$ cat src/u16u8_pkg.sv
// shared types and constants for the utf-16le to utf-8 converter
package u16u8_pkg;

    localparam logic [7:0] CR_BYTE = 8'h0D;
    localparam logic [7:0] LF_BYTE = 8'h0A;
    localparam logic [7:0] NUL_BYTE = 8'h00;

    typedef struct packed {
        logic [7:0] in_byte;
        logic       end_of_text;
    } in_beat_t;

    typedef struct packed {
        logic [7:0] out_byte;
        logic       last_of_run;
    } out_beat_t;

    typedef enum logic [3:0] {
        PH_LOW  = 4'b0001,
        PH_HIGH = 4'b0010,
        PH_CR   = 4'b0100,
        PH_CRLF = 4'b1000
    } phase_t;

endpackage

$ cat src/utf16le_to_utf8_converter_unit.sv
// utf-16le byte stream to utf-8 byte stream converter
// path: an accepted input beat is held in the input register and advances into the run
//   register, which drives the output; a stalled output run holds it in the input register
// throughput: while out_ready is high, one output beat per cycle, and one input beat per cycle
//   while no byte gives more than one output byte; a high byte giving two or three bytes
//   stalls input until its run is down to its last byte
// reset: asynchronous, active low; clears phase, held byte and all valid state
module utf16le_to_utf8_converter_unit (
    input  logic                 clk,
    input  logic                 rst_n,
    input  logic                 in_valid,
    output logic                 in_ready,
    input  u16u8_pkg::in_beat_t  in_data,
    output logic                 out_valid,
    input  logic                 out_ready,
    output u16u8_pkg::out_beat_t out_data
);

    logic                in_vld_reg;
    u16u8_pkg::in_beat_t in_beat_reg;

    u16u8_pkg::phase_t phase_reg;
    u16u8_pkg::phase_t phase_next;
    logic [7:0]        held_reg;
    logic [7:0]        held_next;

    logic [1:0] run_cnt_reg;
    logic [1:0] run_cnt_next;
    logic [7:0] run_b0_reg;
    logic [7:0] run_b1_reg;
    logic [7:0] run_b2_reg;

    logic [1:0]  new_cnt;
    logic [7:0]  new_b0;
    logic [7:0]  new_b1;
    logic [7:0]  new_b2;
    logic [15:0] unit_val;
    logic [7:0]  cur_byte;
    logic        advance;
    logic        out_take;

    assign out_take  = out_valid && out_ready;
    assign advance   = in_vld_reg && ((run_cnt_reg == 2'd0) ||
                                      ((run_cnt_reg == 2'd1) && out_ready));
    assign in_ready  = !in_vld_reg || advance;
    assign out_valid = (run_cnt_reg != 2'd0);
    assign out_data.out_byte    = run_b0_reg;
    assign out_data.last_of_run = (run_cnt_reg == 2'd1);

    assign cur_byte = in_beat_reg.in_byte;
    assign unit_val = {cur_byte, held_reg};

    always_comb
    begin
        phase_next = phase_reg;
        held_next  = held_reg;
        new_cnt    = 2'd0;
        new_b0     = cur_byte;
        new_b1     = 8'h00;
        new_b2     = 8'h00;
        unique case (phase_reg)
            u16u8_pkg::PH_HIGH:
            begin
                phase_next = u16u8_pkg::PH_LOW;
                priority if (unit_val[15:7] == 9'd0)
                begin
                    new_cnt = 2'd1;
                    new_b0  = {1'b0, unit_val[6:0]};
                end
                else if (unit_val[15:11] == 5'd0)
                begin
                    new_cnt = 2'd2;
                    new_b0  = {3'b110, unit_val[10:6]};
                    new_b1  = {2'b10, unit_val[5:0]};
                end
                else
                begin
                    new_cnt = 2'd3;
                    new_b0  = {4'b1110, unit_val[15:12]};
                    new_b1  = {2'b10, unit_val[11:6]};
                    new_b2  = {2'b10, unit_val[5:0]};
                end
            end
            u16u8_pkg::PH_LOW,
            u16u8_pkg::PH_CR,
            u16u8_pkg::PH_CRLF:
            begin
                priority if ((phase_reg == u16u8_pkg::PH_CR) &&
                             (cur_byte == u16u8_pkg::LF_BYTE))
                begin
                    new_cnt    = 2'd1;
                    phase_next = u16u8_pkg::PH_CRLF;
                end
                else if ((phase_reg == u16u8_pkg::PH_CRLF) &&
                         (cur_byte == u16u8_pkg::NUL_BYTE))
                begin
                    phase_next = u16u8_pkg::PH_LOW;
                end
                else if (cur_byte == u16u8_pkg::CR_BYTE)
                begin
                    new_cnt    = 2'd1;
                    phase_next = u16u8_pkg::PH_CR;
                end
                else
                begin
                    held_next  = cur_byte;
                    phase_next = u16u8_pkg::PH_HIGH;
                end
            end
            default:
            begin
                phase_next = u16u8_pkg::PH_LOW;
            end
        endcase
        if (in_beat_reg.end_of_text)
        begin
            phase_next = u16u8_pkg::PH_LOW;
            held_next  = 8'h00;
        end
    end

    always_comb
    begin
        run_cnt_next = run_cnt_reg;
        if (advance)
            run_cnt_next = new_cnt;
        else if (out_take)
            run_cnt_next = run_cnt_reg - 2'd1;
    end

    // input register
    always_ff @(posedge clk or negedge rst_n)
    begin
        if (!rst_n)
            in_vld_reg <= 1'b0;
        else if (in_ready)
            in_vld_reg <= in_valid;
    end

    always_ff @(posedge clk)
    begin
        if (in_valid && in_ready)
            in_beat_reg <= in_data;
    end

    // conversion state
    always_ff @(posedge clk or negedge rst_n)
    begin
        if (!rst_n)
        begin
            phase_reg <= u16u8_pkg::PH_LOW;
            held_reg  <= 8'h00;
        end
        else if (advance)
        begin
            phase_reg <= phase_next;
            held_reg  <= held_next;
        end
    end

    // run register, shifts one byte per output beat
    always_ff @(posedge clk or negedge rst_n)
    begin
        if (!rst_n)
            run_cnt_reg <= 2'd0;
        else
            run_cnt_reg <= run_cnt_next;
    end

    always_ff @(posedge clk)
    begin
        if (advance)
        begin
            run_b0_reg <= new_b0;
            run_b1_reg <= new_b1;
            run_b2_reg <= new_b2;
        end
        else if (out_take)
        begin
            run_b0_reg <= run_b1_reg;
            run_b1_reg <= run_b2_reg;
        end
    end

endmodule

$ cat config.mk
export PLATFORM = sky130hd
export DESIGN_NAME = utf16le_to_utf8_converter_unit
export DESIGN_NICKNAME = d
export VERILOG_FILES = /design/src/u16u8_pkg.sv /design/src/utf16le_to_utf8_converter_unit.sv
export SDC_FILE = /design/constraint.sdc
export NUM_CORES = 1
export LEC_CHECK = 0
export ABC_CLOCK_PERIOD_IN_PS = 3800
export BUFFER_PORTS_ARGS = -buffer_cell sky130_fd_sc_hd__clkbuf_2
export CORE_AREA = 2 2 74 76
export DETAILED_ROUTE_END_ITERATION = 10
export DIE_AREA = 0 0 76 78
export PLACE_DENSITY_LB_ADDON = 0.25
export SLEW_MARGIN = 20
export SYNTH_ARGS = -nofsm -noshare
export SYNTH_HDL_FRONTEND = slang
export SYNTH_SLANG_ARGS = --single-unit
$ cat constraint.sdc
create_clock -name clk -period 3.8 [get_ports clk]
set_input_delay 0.57 -clock clk [delete_from_list [all_inputs] [get_ports clk]]
set_output_delay 0.57 -clock clk [all_outputs]
set_load 0.05 [all_outputs]
==> metrics.md <==
| Metric | Value |
|---|---|
| Run status | completed |
| Worst R2R End | run_b1_reg[2]$_DFFE_PP_ |
| Post-route minimum period | ~2.4 ns |
| CP arrival | about 2.4 ns |
| Clk slew on worst S/H paths | around 0.090 ns |
| Worst-Skew Late Latency | approximately 0.3 ns |
| Critical Path RT | about 3.9 ns |
| Number of global-route vias before repair | 1432 |
| CTS Buf Count | 5 |
| Total Wirelength | roughly 4400 microns |
| Postcts setup bufs | 0 |
| Pwr Density | between 800 and 900 nW/um^2 |
| Post-Route M1 WL | around 2100 microns |
| Syn. warnings | 0 |
| Die Y | roughly 78 microns |
| Routability cong. | between 0.9 and 1 |
| Startpoint types | flop |
| Layout cells sized above 1 | 0.1822 |
| CP top delay family | buffers and inverters |
| Mapped Cells | 192 |
| Clock root buffer | clkbuf_8 |
| Area growth from synthesis to layout | 11.25% |
| Hpwl dp | approximately 3100 microns |
| I/O pin cnt | 24 |
| DRC viols | 0 |
| Final slew viol count | 0 |
| Slowest CP cell | dfrtp_1 |
| IR drop worst, VDD | between 400 and 500 uV |
| Least-Margin Pin Slew | ~0.69 ns |
| Met2 wire length | ~2000 microns |
| RSZ-0062 raised after global routing | no |
| Largest net degree at the start of global routing | 21 |
| Max Buffers Root-to-Sink | 2 |
| Initial Util | 0.4454 |
| Max Cap Viol | 0 |
| EDFF count, synth | 31 |
| Internal power | ~1200 uW |
| Register area share after synthesis | 0.5822 |
| Critical path class | flop to flop |
| R2r worst-path depth | 9 |
| Total Routing Usage GR | 0.1544 |
| Final net count | roughly 230 |
| CP endpoint kind | flop |
| Worst r2r src | run_cnt_reg[0]$_DFFE_PN0P_ |
| Global route total overflow | 0 |
| Initial antenna violation count | 0 |
| DR vias/cell | ~5.6 |
| Switch Pwr | about 910 uW |
| Post-synth net total | approximately 210 |
| Syn avg cell area | 11.70 sq um |
| Worst Hold Class | primary input to async pin |
| Reg-to-reg slack, setup | ~1.4 ns |
| DR WL/cell | 15.54 microns |
| Asr flop ratio synth | 0.3261 |
| Final setup TNS | 0 ns |
| Clock power share | 0.139 |
| Met3 wire length | about 190 microns |
| Final Cell Area | approximately 2500 sq um |
| Final hold vios | 0 |
| Critical path, cell by cell | inv_1 > ha_1 > a21oi_1 > nand2b_1 > buf_4 > clkinv_1 > buf_4 > nand3_1 > o21ai_0 |
| First-pass GRT wire length | slightly above 7000 microns |
| Die width | around 76 microns |
| Crit path setup slack, layout | 1.427 ns |
| Antenna diodes | 0 |
| Reg power frac | 0.451 |
| Top_reg_cell synth | edfxtp_1 |
| Mapped Area | approximately 2200 sq um |
| Die area | between 5000 and 6000 sq um |
| Core area | ~5000 sq um |
| Top routing layer used | met4 |
| Fin crit share | 0.6244 |
| Leakage power | between 0.0009 and 0.001 uW |
| Util after Layout | 0.4955 |
| Drt first pass iters | 4 |
| Detail Route Antenna Nets | 0 |
| Crit path max fanout | 20 |
| Peak Freq | 421.5 MHz |
| Sw Share | 0.4309 |
| Post-cts hold buffer count | 0 |
| CP Launch Point | run_cnt_reg[0]$_DFFE_PN0P_ |
| Clk sinks | between 40 and 50 |
| CTS H-Tree Depth | 2 |
| Most frequent cell on the critical path | buf_4 |
| Pre-CTS setup slack | 1.399 ns |
| PostCTS Resize Cnt | 0 |
| IO Port Bufs | 23 |
| Placed cell area | roughly 2400 sq um |
| Combinational share of power | 0.411 |
| Rows | 26 |
| Initial DRC Count | 123 |
| Yosys reg bits | 46 |
| Clk_skew | 0.01073 ns |
| CTS tree | yes |
| Count of cell types in the netlist | 44 |
| # setup viols final | 0 |
| Worst path buffer plus inverter count | 4 |
| Max-slew headroom | 0.5345 |
| Slowest stage delay, CP | 0.40 ns |
| Vias | approximately 1.6k |
==> layer usage <==
metal | vias to the layer above | global-route usage
li1 | 784 | -
met1 | 755 | 0.2192
met2 | 50 | 0.2357
met3 | 9 | 0.03256
met4 | 0 | 0.05455
met5 | - | 0
==> power by group through the flow <==
stage | Sequential [uW] | Combinational (uW) | Clock (uW)
6_report | 953 | 869 | 293
5_1_grt | 977 | 942 | 319
4_1_cts | 948 | 873 | 301
3_5_place_dp | 955 | 865 | 0
3_3_place_gp | 958 | 861 | 0
2_1_floorplan | 1060 | 552 | 0
==> worst register-to-register path, cell delays in order (launching register included) <==
cell and delay (ns):
dfrtp_1 0.40, inv_1 0.06, ha_1 0.23, a21oi_1 0.16, nand2b_1 0.13, buf_4 0.23, clkinv_1 0.26, buf_4 0.28
nand3_1 0.25, o21ai_0 0.14
==> how the worst max path moves through the flow <==
stage                                    to  cells past startpoint
floorplan           run_b0_reg[1]$_DFFE_PP_                      8
global route        run_b1_reg[2]$_DFFE_PP_                      9
global placement    run_b1_reg[4]$_DFFE_PP_                      8
detailed placement  run_b1_reg[2]$_DFFE_PP_                      8
finish              run_b1_reg[2]$_DFFE_PP_                      9
CTS                 run_b1_reg[2]$_DFFE_PP_                      9
==> Yosys cell counts (4+ instances only) <==
cell / number / share of area
mux2i_1: 5 / 0.022
nor2_1: 10 / 0.017
edfxtp_1: 31 / 0.41
o21ai_0: 7 / 0.016
and3_1: 6 / 0.017
a31oi_1: 4 / 0.011
nand2_1: 19 / 0.032
inv_1: 9 / 0.015
a32o_1: 8 / 0.036
nand2b_1: 4 / 0.011
nand3_1: 4 / 0.0089
a21oi_1: 11 / 0.025
dfrtp_1: 14 / 0.16
clkbuf_1: 8 / 0.013
o21a_1: 4 / 0.013
a211oi_1: 4 / 0.013
==> placed cells by master, fill, tap and decap left out, drive strengths merged, types with 4 or more instances in the layout <==
cell type,n
o21a,4
a21oi,11
mux2i,5
nor2,10
edfxtp,31
nand3,4
a31oi,4
clkbuf,28
a211oi,4
nand2,19
o21ai,8
a32o,8
and3,6
nand2b,4
dfrtp,14
inv,9
==> per-stage QoR <==
step | hold slack, ns | std cells | total power [uW]
2_1_floorplan | 0.2744 | 192 | 1613
3_3_place_gp | 0.4994 | 276 | 1819
3_5_place_dp | 0.5068 | 276 | 1820
4_1_cts | 0.1854 | 284 | 2122
5_1_grt | 0.1938 | 284 | 2238
6_report | 0.1807 | 284 | 2115
==> logic make-up (layout without fill, tap and decap cells) <==
group	after synthesis	in the layout	synth area share
xor+xnor	1	1	0.003900
buf+inv	22	44	0.04457
flops	46	46	0.5822
simple gates	59	59	0.1460
fa+ha+maj	2	2	0.01114
mux	5	5	0.02229
compound gates	57	57	0.1900
==> layout make-up <==
class                   instances  area (sq um)
clock buffers                   5         68.82
clock inverters                 3         21.27
fillers                       449          2544
inverters                      10         37.54
multi-input cells             124         838.3
flip-flops and latches         46          1308
well taps                      70         87.58
repair buffers                 26         137.6
(Power assumes the default switching activity.)
